==> src/hdl/assert_macros.svh <==
// Assertion macros shared by the RTL. Each expects clk and rst in scope.
`ifndef ASSERT_MACROS_SVH
`define ASSERT_MACROS_SVH

`ifndef SYNTHESIS

// Checked only while the block is out of reset.
`define PCMB_ASSERT(label, prop, msg) \
  label: assert property (@(posedge clk) disable iff (rst) prop) else $error(msg);

// Checked at every edge, reset included.
`define PCMB_ASSERT_ALWAYS(label, prop, msg) \
  label: assert property (@(posedge clk) prop) else $error(msg);

`else

`define PCMB_ASSERT(label, prop, msg)
`define PCMB_ASSERT_ALWAYS(label, prop, msg)

`endif

`endif

==> src/hdl/pcmb_pkg.sv <==
package pcmb_pkg;

  localparam int BYTE_W    = 8;
  localparam int SAMPLE_W  = 32;
  localparam int PARTIAL_W = 24;
  localparam int NBYTES_W  = 3;
  localparam int POS_W     = 2;

  localparam logic [NBYTES_W-1:0] SAMPLE_BYTES_RESET = 3'd2;
  localparam logic [NBYTES_W-1:0] NBYTES_ONE   = 3'd1;
  localparam logic [NBYTES_W-1:0] NBYTES_TWO   = 3'd2;
  localparam logic [NBYTES_W-1:0] NBYTES_THREE = 3'd3;
  localparam logic [NBYTES_W-1:0] NBYTES_FOUR  = 3'd4;

  // A completed sample on its way from the gather stage to the result register.
  typedef struct packed {
    logic                valid;
    logic [SAMPLE_W-1:0] raw;
    logic [NBYTES_W-1:0] nbytes;
    logic                last;
  } gather_out_t;

  // Gather stage status, used for checking.
  typedef struct packed {
    logic                in_full;
    logic [POS_W-1:0]    pos;
    logic [NBYTES_W-1:0] nbytes;
  } gather_status_t;

endpackage

==> src/hdl/pcmb_gather.sv <==
module pcmb_gather (
  input  logic                           clk,
  input  logic                           rst,
  input  logic                           in_valid,
  output logic                           in_stall,
  input  logic [pcmb_pkg::BYTE_W-1:0]    byte_value,
  input  logic                           end_of_buffer,
  input  logic                           cfg_valid,
  output logic                           cfg_ready,
  input  logic [pcmb_pkg::NBYTES_W-1:0]  sample_bytes,
  input  logic                           out_ready,
  output pcmb_pkg::gather_out_t          gout,
  output pcmb_pkg::gather_status_t       status
);
  import pcmb_pkg::*;

  logic                 in_full;
  logic                 in_full_next;
  logic [BYTE_W-1:0]    byte_reg;
  logic                 eob_reg;
  logic [NBYTES_W-1:0]  nbytes;
  logic [PARTIAL_W-1:0] partial;
  logic [PARTIAL_W-1:0] partial_next;
  logic [POS_W-1:0]     pos;
  logic [POS_W-1:0]     pos_next;

  logic [NBYTES_W-1:0]  pos_inc;
  logic                 n_ok;
  logic                 complete;
  logic [SAMPLE_W-1:0]  shifted;
  logic [SAMPLE_W-1:0]  raw;
  logic                 step;
  logic                 accept;
  logic                 cfg_we;

  assign pos_inc  = {1'b0, pos} + NBYTES_W'(1);
  assign n_ok     = (nbytes != '0) && (nbytes <= NBYTES_FOUR);
  assign complete = n_ok && (pos_inc >= nbytes);
  assign shifted  = {{(SAMPLE_W-BYTE_W){1'b0}}, byte_reg} << {pos, 3'b000};
  assign raw      = {{(SAMPLE_W-PARTIAL_W){1'b0}}, partial} | shifted;

  // A byte that completes a sample may only leave once the result register can take it.
  assign step     = in_full && (!complete || out_ready);
  assign in_stall = in_full && !step;
  assign accept   = in_valid && !in_stall;

  assign cfg_ready = !in_full;
  assign cfg_we    = cfg_valid && cfg_ready;

  always_comb begin
    in_full_next = in_full;
    if (accept) begin
      in_full_next = 1'b1;
    end else if (step) begin
      in_full_next = 1'b0;
    end
    if (!n_ok || complete || eob_reg) begin
      partial_next = '0;
      pos_next     = '0;
    end else begin
      partial_next = raw[PARTIAL_W-1:0];
      pos_next     = pos_inc[POS_W-1:0];
    end
  end

  always_ff @(posedge clk) begin
    if (rst) begin
      in_full <= 1'b0;
      nbytes  <= SAMPLE_BYTES_RESET;
      partial <= '0;
      pos     <= '0;
    end else begin
      in_full <= in_full_next;
      if (cfg_we) begin
        nbytes  <= sample_bytes;
        partial <= '0;
        pos     <= '0;
      end else if (step) begin
        partial <= partial_next;
        pos     <= pos_next;
      end
    end
  end

  always_ff @(posedge clk) begin
    if (accept) begin
      byte_reg <= byte_value;
      eob_reg  <= end_of_buffer;
    end
  end

  assign gout.valid  = step && complete;
  assign gout.raw    = raw;
  assign gout.nbytes = nbytes;
  assign gout.last   = eob_reg;

  assign status.in_full = in_full;
  assign status.pos     = pos;
  assign status.nbytes  = nbytes;

endmodule

==> src/hdl/pcmb_scale.sv <==
module pcmb_scale (
  input  logic                                 clk,
  input  logic                                 rst,
  input  pcmb_pkg::gather_out_t                gout,
  output logic                                 out_ready,
  output logic                                 out_valid,
  input  logic                                 out_stall,
  output logic signed [pcmb_pkg::SAMPLE_W-1:0] sample,
  output logic                                 last_sample
);
  import pcmb_pkg::*;

  logic                signbit;
  logic                nonzero;
  logic [SAMPLE_W-1:0] base;
  logic [SAMPLE_W-1:0] scaled;

  // v*(2^31-1)/2^(8n-1) truncated toward zero equals v*2^(32-8n) moved one step
  // towards zero, since |v| never exceeds 2^(8n-1).
  always_comb begin
    signbit = 1'b0;
    nonzero = 1'b0;
    base    = gout.raw;
    case (gout.nbytes)
      NBYTES_ONE: begin
        signbit = gout.raw[7];
        nonzero = |gout.raw[7:0];
        base    = {gout.raw[7:0], 24'b0};
      end
      NBYTES_TWO: begin
        signbit = gout.raw[15];
        nonzero = |gout.raw[15:0];
        base    = {gout.raw[15:0], 16'b0};
      end
      NBYTES_THREE: begin
        signbit = gout.raw[23];
        nonzero = |gout.raw[23:0];
        base    = {gout.raw[23:0], 8'b0};
      end
      default: begin
        base = gout.raw;
      end
    endcase
    if (gout.nbytes == NBYTES_FOUR) begin
      scaled = base;
    end else if (signbit) begin
      scaled = base + SAMPLE_W'(1);
    end else if (nonzero) begin
      scaled = base - SAMPLE_W'(1);
    end else begin
      scaled = base;
    end
  end

  assign out_ready = !out_valid || !out_stall;

  always_ff @(posedge clk) begin
    if (rst) begin
      out_valid <= 1'b0;
    end else if (out_ready) begin
      out_valid <= gout.valid;
    end
  end

  always_ff @(posedge clk) begin
    if (out_ready && gout.valid) begin
      sample      <= scaled;
      last_sample <= gout.last;
    end
  end

endmodule

==> src/hdl/pcm_bytes_to_s32_samples_unit.sv <==
// PCM byte stream to signed 32-bit samples.
//
// Input channel: one little-endian byte per transaction on byte_value, with
// end_of_buffer marking the last byte of a buffer (a partial sample is then
// dropped). A transaction completes when in_valid is high and in_stall low.
// Output channel: one sample per completed group of sample_bytes bytes, scaled
// to full 32-bit range, with last_sample set when its final byte carried
// end_of_buffer. Transactions complete when out_valid is high and out_stall low.
// Configuration: a write on cfg_valid/cfg_ready sets sample_bytes (1 to 4) and
// restarts gathering on a sample boundary; cfg_ready is high whenever the input
// register is empty.
// Throughput is one byte per cycle while out_stall is low. A sample's last byte
// passes through the input register and then through the result register.
// When the receiver stalls, the result register holds its sample and the input
// register still takes one more byte; bytes that do not finish a sample keep
// flowing, and a completing byte waits until the result register frees.
// Synchronous reset empties both registers, clears the gathered bytes and sets
// sample_bytes to 2.
`include "assert_macros.svh"

module pcm_bytes_to_s32_samples_unit (
  input  logic                                 clk,
  input  logic                                 rst,
  input  logic                                 in_valid,
  output logic                                 in_stall,
  input  logic [pcmb_pkg::BYTE_W-1:0]          byte_value,
  input  logic                                 end_of_buffer,
  input  logic                                 cfg_valid,
  output logic                                 cfg_ready,
  input  logic [pcmb_pkg::NBYTES_W-1:0]        sample_bytes,
  output logic                                 out_valid,
  input  logic                                 out_stall,
  output logic signed [pcmb_pkg::SAMPLE_W-1:0] sample,
  output logic                                 last_sample
);
  import pcmb_pkg::*;

  gather_out_t    gout;
  gather_status_t status;
  logic           out_ready;

  pcmb_gather u_gather (
    .clk           (clk),
    .rst           (rst),
    .in_valid      (in_valid),
    .in_stall      (in_stall),
    .byte_value    (byte_value),
    .end_of_buffer (end_of_buffer),
    .cfg_valid     (cfg_valid),
    .cfg_ready     (cfg_ready),
    .sample_bytes  (sample_bytes),
    .out_ready     (out_ready),
    .gout          (gout),
    .status        (status)
  );

  pcmb_scale u_scale (
    .clk         (clk),
    .rst         (rst),
    .gout        (gout),
    .out_ready   (out_ready),
    .out_valid   (out_valid),
    .out_stall   (out_stall),
    .sample      (sample),
    .last_sample (last_sample)
  );

  `PCMB_ASSERT_ALWAYS(a_reset_empty, rst |=> !out_valid && !status.in_full, "not empty after reset")
  `PCMB_ASSERT(a_stall_needs_byte, in_stall |-> status.in_full, "stall with empty input register")
  `PCMB_ASSERT(a_cfg_restarts, cfg_valid && cfg_ready |=> status.pos == '0, "gather not restarted")
  `PCMB_ASSERT(a_one_byte_no_pos, status.nbytes == NBYTES_ONE |-> status.pos == '0, "stray position")

endmodule

==> config.mk <==
export PLATFORM = sky130hd
export DESIGN_NAME = pcm_bytes_to_s32_samples_unit
export DESIGN_NICKNAME = d
export VERILOG_FILES = /design/src/hdl/pcmb_pkg.sv /design/src/hdl/pcmb_gather.sv /design/src/hdl/pcmb_scale.sv /design/src/hdl/pcm_bytes_to_s32_samples_unit.sv
export VERILOG_INCLUDE_DIRS = /design/src /design/src/hdl
export SDC_FILE = /design/constraint.sdc
export NUM_CORES = 1
export LEC_CHECK = 0
export BUFFER_PORTS_ARGS = -buffer_cell sky130_fd_sc_hd__buf_2
export CORE_ASPECT_RATIO = 1.25
export CORE_MARGIN = 4
export CORE_UTILIZATION = 50
export CTS_CLUSTER_SIZE = 10
export DETAILED_ROUTE_END_ITERATION = 16
export GPL_TIMING_DRIVEN = 0
export PLACE_DENSITY = 0.76
export SKIP_CTS_REPAIR_TIMING = 1
export SLEW_MARGIN = 20
export SYNTH_ARGS = -nofsm -noshare
export SYNTH_HDL_FRONTEND = slang
export SYNTH_SLANG_ARGS = --single-unit
export TNS_END_PERCENT = 5
==> constraint.sdc <==
create_clock -name clk -period 5 [get_ports clk]
set_clock_uncertainty 0.2 [all_clocks]
set_input_delay 0.5 -clock clk [delete_from_list [all_inputs] [get_ports clk]]
set_output_delay 0.5 -clock clk [all_outputs]
set_load 0.1 [all_outputs]
Word-level counts from Yosys, hierarchy flattened:

Cells that the tools add are included.

* register bits: 73
* input bits: 17
* output and inout port bits: 36
* logic and storage cells: 55

* add/subtract/negate cells: 3
* magnitude comparators: 2
* eq/ne operators: 4
* shifts and indexed selects: 1
* multiplexer cells: 10
* bitwise operators: 1
* reductions and logical operators: 25

Operators with widths (count)
* 32-bit 2-to-1 mux: 3
* 32-bit case mux with 3 select lines: 1
* 32-bit by 1-bit adder with 32-bit output, second input constant: 1
* 24-bit by 32-bit bitwise OR with 32-bit output: 1
* 8-bit by 5-bit left shift with 32-bit output: 1
* 32-bit by 1-bit subtractor with 32-bit output, second input constant: 1
* 24-bit 2-to-1 mux: 1
* 24-bit OR reduction: 1
* 16-bit OR reduction: 1
* 1-bit logical AND: 8
* 8-bit OR reduction: 1
* 1-bit logical NOT: 7
* 3-bit by 2-bit equality test with 1-bit output, second input constant: 2
* 1-bit case mux with 3 select lines: 2
* 1-bit logical OR: 4
* 2-bit by 1-bit adder with 3-bit output, second input constant: 1
* 3-bit by 1-bit equality test with 1-bit output, second input constant: 1
* 3-bit equality test, second input constant: 1
* 3-bit greater-or-equal comparator: 1
* 3-bit <= comparator, second input constant: 1
* 3-bit nonzero test: 1
* 1-bit 2-to-1 mux: 2
* 2-bit 2-to-1 mux: 1
* 2-bit nonzero test: 1
* 2-bit OR reduction: 1

Depth between registers and ports, before layout:

* depth in word-level cells: 11
* mapped depth: 11
* depth with buffers taken out: 8

Hierarchy:

From an unflattened synthesis, not the netlist that was laid out.

* cell total of the unflattened synthesis: 453
* area, all modules: 4504.3 um^2

By module, submodules not included
* pcmb_scale: times used 1, cells an instance 249, area each 2487.4 um^2, sequential area each 1011.0 um^2
* pcmb_gather: times used 1, cells an instance 204, area each 2016.9 um^2, sequential area each 870.8 um^2

Least setup slack after synthesis:

No wires, ideal clock.

* path kind: flip-flop to flip-flop
* start point: register u_gather.pos[0]
* end point: register u_gather.byte_reg[0] (enable)
* library setup time: 394 ps
* arrival time: 3175 ps
* required time: 4406 ps
* setup slack: 1232 ps
* stages on the path, launching flop included: 9
* buffers on the path: 0
* period minus slack after synthesis: 3768 ps
* cells stage by stage: dfxtp_1 -> ha_1 -> ha_1 -> a21o_1 -> a21o_1 -> nor2b_1 -> nand2_1 -> nor2_1 -> nor2b_1

* cells in the longest elaborated chain, start to end: 10

Ends and longest elaborated chain
* from (decl): RTL line pcmb_gather.sv:24 `logic [POS_W-1:0] pos;`
* from (signal assigned): RTL line pcmb_gather.sv:80 `pos <= pos_next;`
* 2-bit by 1-bit adder with 3-bit output: RTL line pcmb_gather.sv:36 `assign pos_inc = {1'b0, pos} + NBYTES_W'(1);`
* 3-bit greater-or-equal comparator: RTL line pcmb_gather.sv:38 `assign complete = n_ok && (pos_inc >= nbytes);`
* 1-bit logical AND: RTL line pcmb_gather.sv:38
* 1-bit logical NOT: RTL line pcmb_gather.sv:43 `assign step = in_full && (!complete || out_ready);`
* 1-bit logical OR: RTL line pcmb_gather.sv:43
* 1-bit logical AND: RTL line pcmb_gather.sv:43
* 1-bit logical NOT: RTL line pcmb_gather.sv:44 `assign in_stall = in_full && !step;`
* 1-bit logical AND: RTL line pcmb_gather.sv:44
* via in_stall: RTL line pcm_bytes_to_s32_samples_unit.sv:25 `output logic in_stall,`
* 1-bit logical NOT: RTL line pcmb_gather.sv:45 `assign accept = in_valid && !in_stall;`
* 1-bit logical AND: RTL line pcmb_gather.sv:45
* via u_gather.accept: RTL line pcmb_gather.sv:33 `logic accept;`
* to (signal assigned): RTL line pcmb_gather.sv:87 `byte_reg <= byte_value;`
* to (decl): RTL line pcmb_gather.sv:19 `logic [BYTE_W-1:0] byte_reg;`

The timed path passes the listed nets, and every way through them passes these cells.
A chain may end at the register's enable or synchronous reset.

Worst setup path in the final report:

* start point: register u_gather.byte_reg[3]
* end point: register u_scale.sample[12] in the netlist's numbering (data pin)

* cells in the longest elaborated chain, start to end: 7
* elaborated cells on any way between the ends: 12
* those cells by class: add/sub: 2; shift: 1; mux: 5; bitwise: 1; reduce/logical: 3

Ends and longest elaborated chain
* 8-bit by 5-bit left shift with 32-bit output (*): RTL line pcmb_gather.sv:39 `assign shifted = {{(SAMPLE_W-BYTE_W){1'b0}}, byte_reg} << {pos, 3'b000};`
* 24-bit by 32-bit bitwise OR with 32-bit output (*): RTL line pcmb_gather.sv:40 `assign raw = {{(SAMPLE_W-PARTIAL_W){1'b0}}, partial} | shifted;`
* 32-bit case mux with 3 select lines (tied with other cells): RTL line pcmb_scale.sv:24 `case (gout.nbytes)`
* 32-bit by 1-bit subtractor with 32-bit output or 1-bit case mux with 3 select lines (tied branches): RTL line pcmb_scale.sv:49, pcmb_scale.sv:24
* 32-bit 2-to-1 mux: RTL line pcmb_scale.sv:48 `end else if (nonzero) begin`
* 32-bit 2-to-1 mux (*): RTL line pcmb_scale.sv:46 `end else if (signbit) begin`
* 32-bit 2-to-1 mux (*): RTL line pcmb_scale.sv:44 `if (gout.nbytes == NBYTES_FOUR) begin`
* via u_scale.scaled[12]: RTL line pcmb_scale.sv:16 `logic [SAMPLE_W-1:0] scaled;`
* to (signal assigned): RTL line pcmb_scale.sv:67 `sample <= scaled;`
* to (decl): RTL line pcmb_scale.sv:8 `output logic signed [pcmb_pkg::SAMPLE_W-1:0] sample,`

The timed path passes the listed nets; every way through them passes the cells marked *.

==> qor_table.md <==
| Quantity | Reported | Unit |
| --- | --- | --- |
| Vias in the first global route | 4,002 | - |
| Clock Latency Late Sink | 0.37 | ns |
| Die H | 114 | um |
| Average vias per placed instance | 6.17 | - |
| Reported max-cap violation count | 0 | - |
| Initial antenna violation count | 0 | - |
| Leakage component of the power | 1.88 | nW |
| Share of synthesized area occupied by flip-flops and latches | 41.9 | % |
| Area growth syn-to-layout | 14.6 | % |
| Count of flip-flops with a built-in enable after synthesis | 42 | - |
| Clk pwr share | 33.2 | % |
| Combinational power share | 23.5 | % |
| Hold Path Depth | 1 | - |
| Leading cell type in the layout, fill and taps excluded | sky130_fd_sc_hd__buf_2 | - |
| Number of max-slew violations in the final report | 0 | - |
| Non-filler instance count after layout | 661 | - |
| Area of the core | 0.00870 | mm^2 |
| Transition time at the pin with the least slew margin | 0.876 | ns |
| Int Pwr | 1.06 | mW |
| Synthesized netlist cell count | 472 | - |
| Most frequent cells in the layout | sky130_fd_sc_hd__buf_2 (59), sky130_fd_sc_hd__a21oi_1 (44), sky130_fd_sc_hd__edfxtp_1 (42), sky130_fd_sc_hd__nand2_1 (36), sky130_fd_sc_hd__nor2_1 (33) | - |
| Vias post-DR | 4,077 | - |
| Std-Cell Rows | 38 | - |
| Distinct cells, synth | 76 | - |
| Average footprint of a synthesized cell | 9.51 | um^2 |
| Global-route usage over all layers | 27.8 | % |
| Count of port buffers added during placement | 52 | - |
| Fraction of layout instances using a drive strength above 1 | 22.7 | % |
| TritonCTS clock tree | done | - |
| Number of antenna repair diodes | 0 | - |
| Top Ports | 53 | - |
| WL per Instance | 21.6 | um |
| Max reg flops | 32 | - |
| Area of combinational cells with multiple inputs | 0.00237 | mm^2 |
| Post-route cell area | 0.00514 | mm^2 |
| CP Data Required Time | 4.92 | ns |
| Starting density of the core | 51.6 | % |
| Number of inserted filler cells in the final layout | 744 | - |
| Detail Route Antenna Nets | 0 | - |
| Result of the run | finished, final reports clean | - |
| Crit path DAT | 3.42 | ns |
| Total power | 1.56 | mW |
| Die width | 92.7 | um |
| Clock transition at the register clock pins on the worst setup and hold paths after CTS | 0.08 | ns |
| Worst setup path class | reg -> reg | - |
| Worst vdd ir | 275 | uV |
| Total Neg Setup Slack | 0 | ns |
| Setup slack after placement | 1.64 | ns |
| Critical path endpoint category | register | - |
| Max Root-Sink Buffers | 2 | - |
| Final cycle utilization of the critical path | 70.2 | % |
| Count of H-tree levels built during CTS | 3 | - |
| Sw frac | 32.0 | % |
| Hold Path Class | in -> reg | - |
| Warning count from the yosys run | 0 | - |
| DP Cell Count | 645 | - |
| Remaining global-route overflow | 0 | - |
| Hold Vio Cnt, Final | 0 | - |
| Reg2reg path depth | 8 | - |
| Setup repair after global routing missed its margin | no | - |
| Final critical-path setup slack | 1.49 | ns |
| Net count after synthesis | 496 | - |
| Maximum clock frequency | 0.285 | GHz |
| Wire length of the first global-routing pass | 22.2 | mm |
| Flop pwr share | 43.3 | % |
| Tightest slew margin relative to the limit | 41.2 | % |
| Prevailing post-synth register cell | sky130_fd_sc_hd__edfxtp_1 | - |
| Async set-reset flop share out of synthesis | 0 | % |
| Number of storage elements in the synthesis netlist | 73 | - |
| Setup-violating endpoint count in the final report | 0 | - |
| Final layout net count | 560 | - |
| Sequential cell area | 0.00188 | mm^2 |
| CTS Sinks | 73 | - |
| Min Tclk post-route | 3.51 | ns |
| Maximum net fanout on the critical path | 10 | - |
| Placed standard-cell area | 0.00492 | mm^2 |
| Die outline area | 0.0106 | mm^2 |
| Root Buffer Master | sky130_fd_sc_hd__clkbuf_8 | - |
| DRC Markers | 0 | - |
| Detailed-route wire length | 14.3 | mm |
| Number of detailed-route iterations in the first pass | 5 | - |
| HPWL after detailed placement | 10.9 | mm |
| Initial drt markers | 349 | - |
| Post-synth design cell area | 0.00449 | mm^2 |
| Switching power | 0.500 | mW |
| Routability congestion estimate | 1.03 | - |
| Total CTS buffers | 9 | - |
| Startpoint kind of the worst setup timing path | register | - |
| PwrDens | 303 | mW/mm^2 |
| Pin count of the biggest net entering global routing | 33 | - |
through the flow:
stage | hold WS [ns] | utilization (%)
after floorplan | 0.228 | -
after global placement | 0.246 | 56.3
after detailed placement | 0.249 | 56.6
after CTS | 0.0904 | 59.1
after global routing | 0.0897 | 59.1
final | 0.0964 | 59.1
layout make-up:
cell class | count | share of cell area [%]
Tap cell | 120 | 2.92
Clock inverter | 6 | 1.78
Buffer | 32 | 3.89
Multi-Input combinational cell | 356 | 46.1
Sequential cell | 73 | 36.6
Clock buffer | 10 | 2.48
Timing Repair Buffer | 53 | 5.45
Inverter | 11 | 0.803
power groups by stage:
stage / Sequential, mW / Combinational, mW / Clock (mW)
final: 0.676 / 0.367 / 0.517
after global placement: 0.689 / 0.353 / 0
after detailed placement: 0.689 / 0.360 / 0
after global routing: 0.677 / 0.392 / 0.553
after CTS: 0.675 / 0.361 / 0.521
after floorplan: 0.739 / 0.220 / 0
logic make-up (layout without fill, tap and decap cells):
family,Yosys count,in the layout,share of synthesized area [%]
compound gates,138,138,21.0
xor+xnor,24,24,4.68
fa+ha+maj,7,7,1.95
buf+inv,43,112,5.38
flops,73,73,41.9
mux,5,5,1.25
simple gates,182,182,23.8
synthesized netlist by cell type, types with 3 or more instances:
cell type / instances / area share, %
sky130_fd_sc_hd__nand2_1: 36 / 3.0
sky130_fd_sc_hd__ha_1: 7 / 2.0
sky130_fd_sc_hd__a211oi_1: 5 / 0.84
sky130_fd_sc_hd__buf_4: 3 / 0.50
sky130_fd_sc_hd__a2bb2oi_1: 3 / 0.59
sky130_fd_sc_hd__nor2b_1: 6 / 0.84
sky130_fd_sc_hd__nor3b_1: 6 / 1.0
sky130_fd_sc_hd__dfxtp_1: 31 / 14
sky130_fd_sc_hd__edfxtp_1: 42 / 28
sky130_fd_sc_hd__nor4_2: 3 / 0.84
sky130_fd_sc_hd__xnor2_1: 13 / 2.5
sky130_fd_sc_hd__and3b_1: 3 / 0.59
sky130_fd_sc_hd__nor4_1: 8 / 1.1
sky130_fd_sc_hd__a21oi_1: 44 / 4.9
sky130_fd_sc_hd__or2_2: 6 / 0.84
sky130_fd_sc_hd__nor2_1: 34 / 2.8
sky130_fd_sc_hd__buf_2: 7 / 0.78
sky130_fd_sc_hd__a31oi_1: 13 / 1.8
sky130_fd_sc_hd__nand2b_1: 8 / 1.1
sky130_fd_sc_hd__mux2_2: 3 / 0.75
sky130_fd_sc_hd__inv_1: 8 / 0.67
sky130_fd_sc_hd__a21o_1: 4 / 0.67
sky130_fd_sc_hd__nor3_1: 15 / 1.7
sky130_fd_sc_hd__o21ai_0: 16 / 1.8
sky130_fd_sc_hd__xor2_1: 11 / 2.1
sky130_fd_sc_hd__o22ai_1: 15 / 2.1
sky130_fd_sc_hd__buf_6: 8 / 2.0
sky130_fd_sc_hd__nand3b_1: 18 / 3.0
sky130_fd_sc_hd__clkbuf_1: 13 / 1.1
sky130_fd_sc_hd__and3_1: 4 / 0.56
sky130_fd_sc_hd__nand3_1: 14 / 1.6
worst paths after layout:
check                                                    start                             end  slack [ns]
worst max-delay path            u_gather.byte_reg[3]$_DFFE_PP_    u_scale.sample[12]$_DFFE_PP_        1.49
worst min-delay path                             byte_value[5]  u_gather.byte_reg[5]$_DFFE_PP_         0.1
worst max register to register  u_gather.byte_reg[3]$_DFFE_PP_    u_scale.sample[12]$_DFFE_PP_        1.49
worst min register to register      u_gather.eob_reg$_DFFE_PP_   u_scale.last_sample$_DFFE_PP_        0.27
per-layer routing:
| metal | track usage [%] | up-vias | wire (um) |
|---|---|---|---|
| li1 | - | 1905 | - |
| met1 | 34.6 | 1923 | 5780 |
| met2 | 47.7 | 209 | 6950 |
| met3 | 4.16 | 40 | 1010 |
| met4 | 12.4 | 0 | 550 |
| met5 | 0 | - | 0 |
critical path, stage by stage, from the launching register on:
cell and delay, ns:
sky130_fd_sc_hd__edfxtp_1 0.56, sky130_fd_sc_hd__nor4_1 0.59, sky130_fd_sc_hd__nor2_1 0.06, sky130_fd_sc_hd__a2111oi_0 0.54
sky130_fd_sc_hd__a211oi_2 0.27, sky130_fd_sc_hd__o2111ai_2 0.48, sky130_fd_sc_hd__buf_4 0.28, sky130_fd_sc_hd__nor3_1 0.09
sky130_fd_sc_hd__xor2_1 0.18
Power figures use the tool's default switching activity.
